$ cat src/design/rv32_pkg.sv
// Package for the RV32I instruction executor: item types, opcodes, funct codes.
// No dependencies.
`timescale 1ns / 1ps
package rv32_pkg;

  typedef struct packed {
    logic        op;
    logic [16:0] load_address;
    logic [7:0]  load_byte;
  } in_item_t;

  typedef struct packed {
    logic [31:0] pc_after;
    logic        halted;
    logic [7:0]  exit_value;
    logic        illegal;
  } out_item_t;

  // Front-to-back queue entry.
  typedef struct packed {
    logic        is_step;
    logic [16:0] load_address;
    logic [7:0]  load_byte;
  } cmd_t;

  localparam logic        OP_LOAD = 1'b0;
  localparam logic        OP_STEP = 1'b1;
  localparam logic [6:0]  OPC_REG    = 7'h33;
  localparam logic [6:0]  OPC_IMM    = 7'h13;
  localparam logic [6:0]  OPC_LOAD   = 7'h03;
  localparam logic [6:0]  OPC_STORE  = 7'h23;
  localparam logic [6:0]  OPC_BRANCH = 7'h63;
  localparam logic [6:0]  OPC_LUI    = 7'h37;
  localparam logic [6:0]  OPC_AUIPC  = 7'h17;
  localparam logic [6:0]  OPC_JAL    = 7'h6f;
  localparam logic [6:0]  OPC_JALR   = 7'h67;
  localparam logic [6:0]  F7_BASE    = 7'h00;
  localparam logic [6:0]  F7_ALT     = 7'h20;
  localparam logic [31:0] EXIT_RESET = 32'h0003_0004;
  localparam logic [1:0]  REG_EXIT   = 2'd0;

endpackage

$ cat src/design/rv32_front.sv
// Front end: accepts items and queues them for the back end.
// Depends on rv32_pkg.
`timescale 1ns / 1ps
module rv32_front (
  input  logic               clk,
  input  logic               rst,
  input  logic               in_valid,
  output logic               in_stall,
  input  rv32_pkg::in_item_t in_data,
  output logic               q_valid,
  input  logic               q_take,
  output rv32_pkg::cmd_t     q_data
);
  rv32_pkg::cmd_t q_mem [2];
  logic [1:0] count;
  logic       wr_ptr;
  logic       rd_ptr;
  logic       push;
  logic       pop;

  assign in_stall = (count == 2'd2);
  assign push     = in_valid && !in_stall;
  assign q_valid  = (count != 2'd0);
  assign pop      = q_valid && q_take;
  assign q_data   = q_mem[rd_ptr];

  always_ff @(posedge clk) begin
    if (push) begin
      q_mem[wr_ptr].is_step      <= (in_data.op == rv32_pkg::OP_STEP);
      q_mem[wr_ptr].load_address <= in_data.load_address;
      q_mem[wr_ptr].load_byte    <= in_data.load_byte;
    end
    if (rst) begin
      count  <= '0;
      wr_ptr <= 1'b0;
      rd_ptr <= 1'b0;
    end else begin
      if (push) wr_ptr <= !wr_ptr;
      if (pop) rd_ptr <= !rd_ptr;
      count <= count + {1'b0, push} - {1'b0, pop};
    end
  end

  a_no_overflow: assert property (@(posedge clk) disable iff (rst)
    count == 2'd2 |-> !push || pop) else $error("queue overflow");
  a_no_underflow: assert property (@(posedge clk) disable iff (rst)
    pop |-> count != 2'd0) else $error("queue underflow");
  a_count_range: assert property (@(posedge clk) disable iff (rst)
    count != 2'd3) else $error("queue count out of range");
endmodule

$ cat config.mk
export PLATFORM = sky130hd
export DESIGN_NAME = rv32_front
export DESIGN_NICKNAME = d
export VERILOG_FILES = /design/src/design/rv32_pkg.sv /design/src/design/rv32_front.sv
export SDC_FILE = /design/constraint.sdc
export NUM_CORES = 1
export LEC_CHECK = 0
export ABC_AREA = 1
export BUFFER_PORTS_ARGS = -buffer_cell sky130_fd_sc_hd__buf_2
export CELL_PAD_IN_SITES_DETAIL_PLACEMENT = 0
export CELL_PAD_IN_SITES_GLOBAL_PLACEMENT = 1
export CORE_MARGIN = 5
export CORE_UTILIZATION = 40
export CTS_CLUSTER_DIAMETER = 30
export CTS_CLUSTER_SIZE = 20
export DETAILED_ROUTE_END_ITERATION = 6
export PLACE_DENSITY_LB_ADDON = 0.1
export SYNTH_ARGS = -nofsm -noshare
export SYNTH_HDL_FRONTEND = slang
export SYNTH_SLANG_ARGS = --single-unit
$ cat constraint.sdc
create_clock -name clk -period 4.2 [get_ports clk]
set_input_delay 0.84 -clock clk [delete_from_list [all_inputs] [get_ports clk]]
set_output_delay 0.84 -clock clk [all_outputs]
set_load 0.005 [all_outputs]
### Yosys cells after proc, flatten, opt, wreduce, memory -nomap -nowiden

Memories as Yosys holds them, arrays and structs flattened. A register that Yosys moved wholly into a read port is not among the register bits.
Index checks and enable logic that the tools add are counted.

| storage, ports and cells | value |
|---|---|
| logic and storage cells | 17 |
| input port bits | 30 |
| output and inout port bits | 28 |
| bits in registers | 4 |
| memory bits (writable) | 52 |
| memories | 1 |

| operators by class | value |
|---|---|
| muxes and demuxes | 4 |
| add/subtract/negate cells | 2 |
| reductions and logical operators | 6 |
| equal/unequal tests | 1 |

Memories:

| memory | depth | bits a word | rd ports | clocked after Yosys merged registers in | write ports | RTL line | text |
|---|---|---|---|---|---|---|---|
| q_mem | 2 | 26 | 1 | 1 | 1 | rv32_front.sv:14 | `rv32_pkg::cmd_t q_mem [2];` |

Operators by type and width:

| cell | number |
|---|---|
| $mux W1 | 4 |
| $logic_not A1 Y1 | 3 |
| $add A2 B1 Y2 | 1 |
| $eq A2 B2 Y1 const B | 1 |
| $logic_and A1 B1 Y1 | 2 |
| $reduce_bool A2 Y1 | 1 |
| $sub A2 B1 Y2 | 1 |

### Logic depth before layout (Yosys ltp)

Gate-level depths: netlist of run 1.

| depth | value |
|---|---|
| depth in word-level cells | 5 |
| mapped depth | 11 |
| depth with buffers taken out | 11 |

### Worst setup path after synthesis of run 1

No wires, ideal clock.

| path | value |
|---|---|
| path type | input to register |
| start | input port in_valid |
| end | memory q_mem[0][0] (netlist bit), enable pin |
| required time | 3.791 ns |
| buffers on the path | 0 |
| path slack | 1.777 ns |
| stages on the path | 2 |
| arrival time | 2.014 ns |
| library setup time | 0.409 ns |
| path through | nand2_1 -> nor2_1 |

| between the ends | value |
|---|---|
| longest elaborated chain between the ends | 3 |

Ends and longest elaborated chain:

| what | RTL line | text |
|---|---|---|
| start: declaration | rv32_front.sv:7 | `input logic in_valid,` |
| $logic_and A1 B1 Y1 | rv32_front.sv:22 | `assign push = in_valid && !in_stall;` |
| $mux W1 | rv32_front.sv:28 | `if (push) begin` |
| $mux W1 (not written as such) | rv32_front.sv:31 | `q_mem[wr_ptr].load_byte <= in_data.load_byte;` |
| end: declaration | rv32_front.sv:14 |  |

Every way passes these cells.

==> run summary, run 1 <==
The critical-path maximum fanout was 26; the maximum frequency from static timing analysis was 388 MHz. The relative max-transition margin is 0.286, and the global-route wire length before repair is 5910 um. For the number of cells in the design after placement, the log shows 246.

The kind of end point of the critical path was an output pin. The run gives 0.746 as the sequential share of the synthesized area. The tools report the count of hold buffers inserted by post-cts repair as 0. After global routing the overflow that remains totals 0. CTS placed an instance of sky130_fd_sc_hd__clkbuf_8 at the clock tree root.

Setup total negative slack on the finished layout was measured at 0 ns. After clock tree synthesis, the clock-pin slew on the worst setup and hold paths is 0.06 ns. The run gives 0 as the number of antenna violations at the first check in global routing. The mean post-synth cell area is 18.7 sq um. The mean number of vias per cell was 4.43; the post-detailed-routing wire length was 3830 um.

The effective utilization at floorplan was 0.407; the synthesized net count was 151. Signed area change from the synthesized netlist to the final layout: 22.9%. The width of the die works out to 84.6 um. The clock sink count was 57. TritonCTS created 9 clock buffers. Counting the fill cells in the layout gives 491. In the final routed layout, each cell accounts on average for 14.7 um.

The flow ran to the end, and the final reports show no timing, DRC or antenna violations. The mapped netlist covers 0.00223 sq mm. The run gives 0 as the remaining antenna violation count. In this run the critical register-to-register path is captured at q_mem[0][12].

Setup repair after global routing left no endpoint under its margin. 0 antenna diodes ended up in the layout. The power dissipated by switching net loads is 0.000414 W.

The worst path needs 2.57 ns of the cycle, external delays included. The number of global-route vias before repair came out at 1267. At the pin with the least slew margin, the transition time is 1.07 ns. Entering global routing, the biggest net connects 27 pins. The internal reg-to-reg setup slack came out at 2.33 ns. TritonCTS built the clock tree.

The detailed router placed 1156 vias in this run. The post-route fraction of the period consumed by the critical path works out to 0.613. Detailed placement finished with a half-perimeter wire length of 2590 um. For this run, the post-layout net count is 217.

The post-synthesis sequential element count was 57; the placeable core region was 0.00547 sq mm. The run gives 3.36 ns as the data required time at the worst endpoint. Routability-driven placement finished with a final weighted congestion of 0.707.

The run gives 0.287 as the clock power share. STA classifies the critical path startpoint as a flip-flop. The ratio of total power to cell area is 586 mW/mm^2, and the count of pins over their slew limit is 0. The maximum vdd drop is 0.000273 V. For the hold violation total from the final report, the log shows 0. The critical path is of the flip-flop to output pin type. Post-CTS timing repair inserted 0 buffers for setup. In this run the worst setup path terminates at q_data[4]. Setup violations remaining at the end of the flow were counted as 0. Overall routing resource usage: 0.113. The die height came out at 84.6 um. For the total of warnings raised by yosys, the log shows 0. In this run the static leakage power is 1.13 nW. Share of layout cells above drive strength 1: 0.519. The largest clock skew in the final design is 0.00359 ns, and the number of levels in the clock H-tree is 3. The overall die area was 0.00716 sq mm. The net switching fraction of the power is 0.258, and the clock insertion delay at the later pin of the skew report is 0.32 ns. Register area: 0.00166 sq mm. Measured in cells, the most critical reg-to-reg path has a length of 5. Gates resized during post-CTS repair numbered 0.

The initial detailed-routing violation count came out at 92. Count of input and output buffers: 57. The detailed-route DRC error count was 0. Total area of multi-input combinational cells: 484 sq um. The signal arrival time at the worst endpoint came out at 1.73 ns. Synthesis produced 119 cells. Class of the worst hold path: flip-flop to flip-flop. The pre-antenna-repair detailed-routing pass consisted of 4 iterations. Max-cap violations in this run came to 0. 58 I/O pins were placed. The tools report the buffer depth of the longest clock path as 2. In this run the critical register-to-register path is launched from count[0].

The combinational share of power was 0.223; the number of rows created at floorplan was 27. The internal power component is 0.00119 W. The run gives 261 as the post-layout instance count excluding filler cells. Synthesis instantiated 12 different standard cells from the library.

For the share of power burned in registers, the log shows 0.490.
power groups by stage:
| stage | sequential, W | clock, W | combinational [W] |
|---|---|---|---|
| 2_1_floorplan | 0.000754 | 0 | 0.000287 |
| 3_5_place_dp | 0.000800 | 0 | 0.000368 |
| 5_1_grt | 0.000798 | 0.000504 | 0.000397 |
| 4_1_cts | 0.000789 | 0.000476 | 0.000368 |
| 3_3_place_gp | 0.000796 | 0 | 0.000362 |
| 6_report | 0.000786 | 0.000460 | 0.000358 |
placed cells by master (no fill, tap or decap), types with 2 or more instances in the layout:
cell type                  netlist  final
sky130_fd_sc_hd__clkinv_2        0      2
sky130_fd_sc_hd__dfxtp_1         5      4
sky130_fd_sc_hd__nand3_1         3      3
sky130_fd_sc_hd__clkinv_1        0      2
sky130_fd_sc_hd__buf_2           0     57
sky130_fd_sc_hd__edfxtp_1       52     52
sky130_fd_sc_hd__mux2_4         20     20
sky130_fd_sc_hd__mux2_2          6      6
sky130_fd_sc_hd__clkbuf_8        0      9
sky130_fd_sc_hd__inv_1           9      9
sky130_fd_sc_hd__a21oi_1         2      2
sky130_fd_sc_hd__ha_1            2      2
sky130_fd_sc_hd__nand2_1         8      8
sky130_fd_sc_hd__nor2_1          9      8
worst min-delay path by stage:
stage	start	end	slack, ns	cells past startpoint
global placement	rd_ptr	flip-flop	0.50	2
finish	rd_ptr	flip-flop	0.51	2
global route	rd_ptr	rd_ptr	0.53	2
detailed placement	rd_ptr	flip-flop	0.49	2
floorplan	rd_ptr	flip-flop	0.47	2
CTS	rd_ptr	flip-flop	0.51	2
layer usage:
| layer | global-route usage | share of wire | up-vias |
|---|---|---|---|
| met4 | 0.0647 | 0.016 | 0 |
| met1 | 0.117 | 0.39 | 546 |
| met2 | 0.191 | 0.54 | 37 |
| li1 | - | - | 567 |
| met3 | 0.0481 | 0.057 | 6 |
| met5 | 0 | 0 | - |
cells in the mapped netlist, drive strengths merged:
cell    count  share of area
dfxtp       5          0.045
nand2       8          0.013
inv         9          0.015
a21oi       2         0.0045
buf         3          0.023
mux2       26           0.17
nand3       3         0.0067
nor2        9          0.015
edfxtp     52           0.70
ha          2          0.011
through the flow:
step                setup slack (ns)  hold slack (ns)   util  cell area [sq um]  total power, W
floorplan                       1.78            0.467      -               2230         0.00104
global route                    1.52            0.532  0.500               2740         0.00170
CTS                             1.58            0.515  0.500               2740         0.00163
detailed placement              1.87            0.487  0.468               2560         0.00117
finish                          1.63            0.513  0.500               2740         0.00160
global placement                1.91            0.496  0.468               2560         0.00116
logic make-up (layout without fill, tap and decap cells):
family	count (synthesis)	in the layout	synth area share
simple gates	20	20	0.0354
mux	26	26	0.165
buf+inv	12	82	0.0382
fa+ha+maj	2	2	0.0112
flops	57	57	0.746
compound gates	2	2	0.00449
final cells by class:
cell class	count	share of cell area
Sequential cell	57	0.607
Multi-Input combinational cell	50	0.177
Timing Repair Buffer	58	0.107
Clock buffer	10	0.0466
Tap cell	72	0.0329
Clock inverter	5	0.0174
Inverter	9	0.0123
sequential cells by signal, summed over array words and instances, names as in the netlist, named ones only:
| signal | count |
|---|---|
| rd_ptr | 1 |
| q_mem | 52 |
| count | 2 |
| wr_ptr | 1 |
worst max-delay path: stages (launching register included):
cell	delay, ns
sky130_fd_sc_hd__dfxtp_2	0.87
sky130_fd_sc_hd__mux2_2	0.42
sky130_fd_sc_hd__buf_2	0.13
(Power assumes the default switching activity.)
==> run 2: changes to the inputs <==
Settings changed: CORE_UTILIZATION 40 to 39.
Clock period 4.2 ns to 2.3 ns, I/O delays scaled along.
==> run 2 against run 1 <==
Compared with the run above:
- setup slack worse by 1.3 ns
- global-route usage shrank 0.71 points
- core utilization increased by 0.34 points
- register-to-register slack got worse by 1.6 ns
- final cell count grew 1.9%
- highest routed layer unchanged
==> run summary, run 2 (synthesized netlist as in run 1, its figures left out) <==
The run gives 0 (unchanged) as the antenna diode instance count. Largest clock skew in the final design: 0.00375 ns (was 0.00359 ns). Startpoint kind of the worst setup timing path: a flip-flop (unchanged). For the detailed-route DRC error count, the log shows 0 (unchanged). The logs give 1.47 ns (was 1.73 ns) for the signal arrival time at the worst endpoint and 0.504 (was 0.500) for the core occupancy in the finished layout. The class of the worst hold path is primary input to flip-flop (was flip-flop to flip-flop).

The effective utilization at floorplan was 0.402 (was 0.407); the critical-path maximum fanout was 18 (was 26). Most used cells in the layout excluding fill and tap cells: sky130_fd_sc_hd__buf_2, sky130_fd_sc_hd__edfxtp_1, sky130_fd_sc_hd__mux2_4 (unchanged). The buffer type at the clock tree root is sky130_fd_sc_hd__clkbuf_8 (unchanged). The tools report the sum of overflow across all layers after global routing as 0 (unchanged). Hold violation total from the final report: 0 (unchanged). The overall die area was 0.00733 sq mm (was 0.00716 sq mm). The clock-pin slew of the registers on the worst-case setup and hold paths was 0.06 ns (about the same). The slew at the pin closest to its max-slew limit came out at 0.262 ns (was 1.07 ns). The largest net degree at the start of global routing is 19 (was 27). For the placer's final routability congestion estimate, the log shows 0.753 (was 0.707).

The number of levels in the clock H-tree is 3 (unchanged). The post-CTS setup repair buffer count was 0 (unchanged); the post-route fraction of the period consumed by the critical path was 0.838. Width of the die: 85.6 um (was 84.6 um). Total of max-cap violations: 0 (unchanged). The share of layout cells above drive strength 1 works out to 0.536 (was 0.519). The time the final worst path needs with I/O delays and setup was 1.93 ns; the leakage power was 1.16 nW (was 1.13 nW). The tools report the I/O pin total as 58 (unchanged). The logs give 1270 (was 1267) for the number of global-route vias before repair and 9 (unchanged) for the number of CTS-inserted buffers. The logs give 0 (unchanged) for the number of antenna violations at the first check in global routing and 0 ns (unchanged) for the final sum of negative setup slack. The detailed-route via count is 1169 (was 1156). The global-route wire length before repair came out at 5700 um (was 5910 um). The flip-flop count of the largest register after layout is 52 (unchanged). The register with the most flip-flops is q_mem (unchanged). The setup slack after placement is 0.684 ns (was 1.87 ns), and the post-placement cell area is 0.00261 sq mm (was 0.00256 sq mm). The kind of end point of the critical path was an output pin (unchanged). The overall routing resource usage was 0.106 (was 0.113). The count of input and output buffers came out at 57 (unchanged). TritonCTS built the clock tree. The tools report the slack of the critical path as 0.373 ns (was 1.63 ns).

Derived from the worst setup path, the maximum achievable clock frequency is 519 MHz. The logs give 0 (unchanged) for the count of pins over their slew limit and 0.825 (was 0.286) for the relative max-transition margin. The logs give 0.00296 W (was 0.00160 W) for the total power of the final layout and 2680 um (was 2590 um) for the half-perimeter wire length after placement.

The initial detailed-routing violation count was 59 (was 92); the mean number of vias per cell was 4.39 (was 4.43). Setup repair after global routing left no endpoint under its margin. The logs give 221 (was 217) for the final-stage net count and 0 (unchanged) for the number of instances resized during post-cts repair.

Start-to-end type of the worst setup path: flip-flop to output pin (unchanged). The remaining antenna violation count is 0 (unchanged), and the data required time at the worst endpoint is 1.84 ns (was 3.36 ns). The ratio of total power to cell area is 1060 mW/mm^2 (was 586 mW/mm^2), and the number of iterations in the first detailed-routing pass is 4 (unchanged). The average wire length per cell after detail routing works out to 13.7 um (was 14.7 um). The count of hold buffers inserted by post-cts repair was 0 (unchanged). Placeable core region: 0.00554 sq mm (was 0.00547 sq mm).

The run gives 57 (unchanged) as the clock sink count. The number of setup violations in the final report is 0 (unchanged), and the clock insertion delay at the later pin of the skew report is 0.31 ns (was 0.32 ns). Registers with the most flip-flops: q_mem: 52 flops, count: 2 flops (unchanged). The signed area change from the synthesized netlist to the final layout came out at 25.3% (was 22.9%). For the buffer depth of the longest clock path, the log shows 2 (unchanged).

The run gives 0.00279 sq mm (was 0.00274 sq mm) as the cell area after layout. The maximum vdd drop is 0.000502 V (was 0.000273 V), and the post-detailed-routing wire length is 3650 um (was 3830 um). The leading cell type in the layout, fill and taps excluded is sky130_fd_sc_hd__buf_2 (unchanged). The die height is 85.6 um (was 84.6 um). The flow ran to the end, and the final reports show no timing, DRC or antenna violations.

Number of rows created at floorplan: 27 (unchanged).
-- run 2: cell type report --
type | count | area (sq um)
Clock buffer | 9 | 124
Fill cell | 494 | 2750
Sequential cell | 57 | 1660
Clock inverter | 7 | 61.3
Multi-Input combinational cell | 50 | 484
Inverter | 9 | 33.8
Tap cell | 72 | 90.1
Timing Repair Buffer | 62 | 335
-- run 2: report_power, final --
group          internal, W  total [W]  switching (W)  leakage [nW]
Combinational     0.000401   0.000725       0.000324         0.532
Clock             0.000488   0.000847       0.000359        0.0978
Sequential         0.00132    0.00139      0.0000684         0.527
-- run 2: worst max-delay path: stages, from the launching register on --
cell,delay [ns]
sky130_fd_sc_hd__dfxtp_2,0.48
sky130_fd_sc_hd__buf_12,0.23
sky130_fd_sc_hd__mux2_4,0.31
sky130_fd_sc_hd__buf_2,0.13
-- run 2: per-layer routing --
layer,part of all wire,up-vias,routed length (um),track usage
li1,-,577,-,-
met1,0.39,554,1440,0.108
met2,0.53,36,1950,0.181
met3,0.066,2,240,0.0538
met4,0.0055,0,20,0.0475
met5,0,-,0,0
-- run 2: final timing paths --
kind,start,to,slack (ns),depth (start not counted)
worst min-delay path,rst,count[0],0.31,2
worst max register to register,count[0],count[1],0.75,10
worst min register to register,rd_ptr,rd_ptr,0.51,2
worst max-delay path,flip-flop,q_data[19],0.37,3
-- run 2: per-stage QoR --
| stage | std cells | hold slack [ns] |
|---|---|---|
| 2_1_floorplan | 119 | 0.467 |
| 3_3_place_gp | 250 | 0.491 |
| 3_5_place_dp | 250 | 0.499 |
| 4_1_cts | 266 | 0.289 |
| 5_1_grt | 266 | 0.283 |
| 6_report | 266 | 0.310 |
==> run 3: changes to the inputs <==
Settings changed: CORE_UTILIZATION 39 to 40.
Clock period 2.3 ns to 1.8 ns, I/O delays scaled along.
==> run 3 against run 2 <==
Compared with the run above:
- clock skew shrank 0.0011 ns
- first-iteration DRC count up 10%
- worst hold slack lost 0.11 ns
- combinational power rose by 32%
- clock power grew 25%
- sequential power up 26%
- power rose by 27%
- largest power group unchanged
- setup slack worse by 0.31 ns
- core utilization up 0.46 points
- sequential cell count unchanged
==> run summary, run 3 (synthesized netlist as in run 1, its figures left out) <==
Most used cells in the layout excluding fill and tap cells: sky130_fd_sc_hd__buf_2, sky130_fd_sc_hd__edfxtp_1, sky130_fd_sc_hd__mux2_4 (unchanged). For the placer's final routability congestion estimate, the log shows 0.660 (was 0.753). The share of layout cells above drive strength 1 was 0.523 (was 0.536). The data required time at the worst endpoint was 1.44 ns (was 1.84 ns); the overall routing resource usage was 0.110 (was 0.106).

The start point of the worst min-delay path is rst (unchanged). The depth of the worst register-to-register path was 10 (unchanged); the number of setup violations in the final report was 0 (unchanged). The count of pins over their slew limit is 0 (unchanged), and the count of hold buffers inserted by post-cts repair is 0 (unchanged).

The flip-flop count of the largest register after layout is 52 (unchanged). The startpoint of the most critical register-to-register path was count[0] (unchanged). The die height is 84.6 um (was 85.6 um), and the global-route wire length before repair is 5830 um (was 5700 um). The slowest cell on the critical path is sky130_fd_sc_hd__dfxtp_2 (unchanged). For the number of iterations in the first detailed-routing pass, the log shows 4 (unchanged). The tools report the kind of end point of the critical path as an output pin (unchanged). The signal arrival time at the worst endpoint is 1.37 ns (was 1.47 ns). The number of global-route vias before repair is 1276 (was 1270), and the detailed-route via count is 1194 (was 1169). For the number of cells in the design after placement, the log shows 251 (was 250). The hold violation total from the final report came out at 0 (unchanged).

Slew at the pin closest to its max-slew limit: 0.247 ns (was 0.262 ns). The tools report the count of fill cells added during filler insertion as 491 (was 494). The run gives 3680 um (was 3650 um) as the post-detailed-routing wire length.

Registers with the most flip-flops: q_mem: 52 flops, count: 2 flops (unchanged). The tools report the clock sink count as 57 (unchanged). The final sum of negative setup slack is 0 ns (unchanged).

The tools report the largest net degree at the start of global routing as 18 (was 19). The antenna diode instance count was 0 (unchanged). Count of cells along the worst hold path: 2 (unchanged). Number of CTS-inserted buffers: 9 (unchanged).

Number of buffer and inverter instances along the worst setup path: 2 (unchanged). The total of max-cap violations is 0 (unchanged). The relative max-transition margin was 0.835 (was 0.825). The clock-pin slew of the registers on the worst-case setup and hold paths is 0.06 ns (about the same), and the critical-path maximum fanout is 13 (was 18).

The run gives 2 (unchanged) as the buffer depth of the longest clock path. The placeable core region came out at 0.00547 sq mm (was 0.00554 sq mm). The run finished with clean final reports. Class of the worst hold path: primary input to flip-flop (unchanged).

Maximum vdd drop: 0.000580 V (was 0.000502 V). The tools report the post-layout instance count excluding filler cells as 267 (was 266). The final-stage net count was 222 (was 221). The number of antenna violations at the first check in global routing came out at 0 (unchanged). The logs give 0 (unchanged) for the post-CTS setup repair buffer count and 0.508 (was 0.504) for the core occupancy in the finished layout. The register with the most flip-flops is q_mem (unchanged). The buffer type at the clock tree root is sky130_fd_sc_hd__clkbuf_8 (unchanged). The half-perimeter wire length after placement is 2670 um (was 2680 um), and the count of input and output buffers is 57 (unchanged). The tools report the I/O pin total as 58 (unchanged).

The start-to-end type of the worst setup path was flip-flop to output pin (unchanged). Average wire length per cell after detail routing: 13.8 um (was 13.7 um). TritonCTS built the clock tree. The number of instances resized during post-cts repair was 0 (unchanged); the signed area change from the synthesized netlist to the final layout was 24.9% (was 25.3%). The startpoint kind of the worst setup timing path was a flip-flop (unchanged). The overall die area is 0.00716 sq mm (was 0.00733 sq mm). For the sum of overflow across all layers after global routing, the log shows 0 (unchanged).

The largest incremental delay on the critical path is 0.33 ns (was 0.48 ns), and the ratio of total power to cell area is 1350 mW/mm^2 (was 1060 mW/mm^2). For the number of levels in the clock H-tree, the log shows 3 (unchanged). The leakage power came out at 1.15 nW (was 1.16 nW). The detailed-route DRC error count is 0 (unchanged), and the maximum frequency from static timing analysis is 577 MHz. The run gives 65 (was 59) as the initial detailed-routing violation count. The effective utilization at floorplan was 0.407 (was 0.402). Largest clock skew in the final design: 0.00268 ns (was 0.00375 ns). Crit-path cells: buf_4, mux2_4, buf_2 (was buf_12, mux2_4, buf_2).

Setup repair after global routing left no endpoint under its margin. Mean number of vias per cell: 4.47 (was 4.39). The logs give 0.32 ns (was 0.31 ns) for the clock insertion delay at the later pin of the skew report and 0 (unchanged) for the remaining antenna violation count. The instance count on the critical path was 3 (unchanged); the time the final worst path needs with I/O delays and setup was 1.73 ns. The width of the die is 84.6 um (was 85.6 um), and the number of rows created at floorplan is 27 (unchanged). Dominant delay contributor by cell family on the critical path: buffers and inverters (was flip-flops). The post-route fraction of the period consumed by the critical path was 0.963. The leading cell type in the layout, fill and taps excluded was sky130_fd_sc_hd__buf_2 (unchanged).
## run 3: area by class of cell
| cell class | count | area (sq um) | share of cell area |
|---|---|---|---|
| Inverter | 9 | 33.8 | 0.0121 |
| Clock inverter | 5 | 46.3 | 0.0166 |
| Clock buffer | 11 | 131 | 0.0472 |
| Multi-Input combinational cell | 50 | 484 | 0.174 |
| Timing Repair Buffer | 63 | 334 | 0.120 |
| Sequential cell | 57 | 1660 | 0.598 |
| Tap cell | 72 | 90.1 | 0.0324 |
## run 3: per-stage QoR
stage / hold WS (ns) / setup WS, ns / area (sq um) / power (W)
floorplan: 0.431 / 0.148 / 2230 / 0.00243
global placement: 0.507 / 0.355 / 2600 / 0.00272
detailed placement: 0.497 / 0.233 / 2600 / 0.00275
CTS: 0.185 / 0.0285 / 2780 / 0.00383
global route: 0.197 / 0.000230 / 2780 / 0.00400
finish: 0.201 / 0.0660 / 2780 / 0.00377
## run 3: routing by layer
metal | vias to the layer above | share of wire | track usage
met5 | - | 0 | 0
met4 | 0 | 0.024 | 0.0734
met3 | 10 | 0.069 | 0.0432
met2 | 46 | 0.51 | 0.186
met1 | 559 | 0.39 | 0.112
li1 | 579 | - | -
## run 3: worst paths after layout
path,end,slack [ns]
max,q_data[15],0.07
min,count[0],0.20
max reg2reg,count[1],0.21
min reg2reg,rd_ptr,0.51
## run 3: report_power, final
| group | internal [W] | total (W) | leakage, nW | switching (W) |
|---|---|---|---|---|
| logic | 0.000509 | 0.000959 | 0.535 | 0.000449 |
| registers | 0.00168 | 0.00175 | 0.527 | 0.0000643 |
| clock network | 0.000623 | 0.00106 | 0.0898 | 0.000440 |
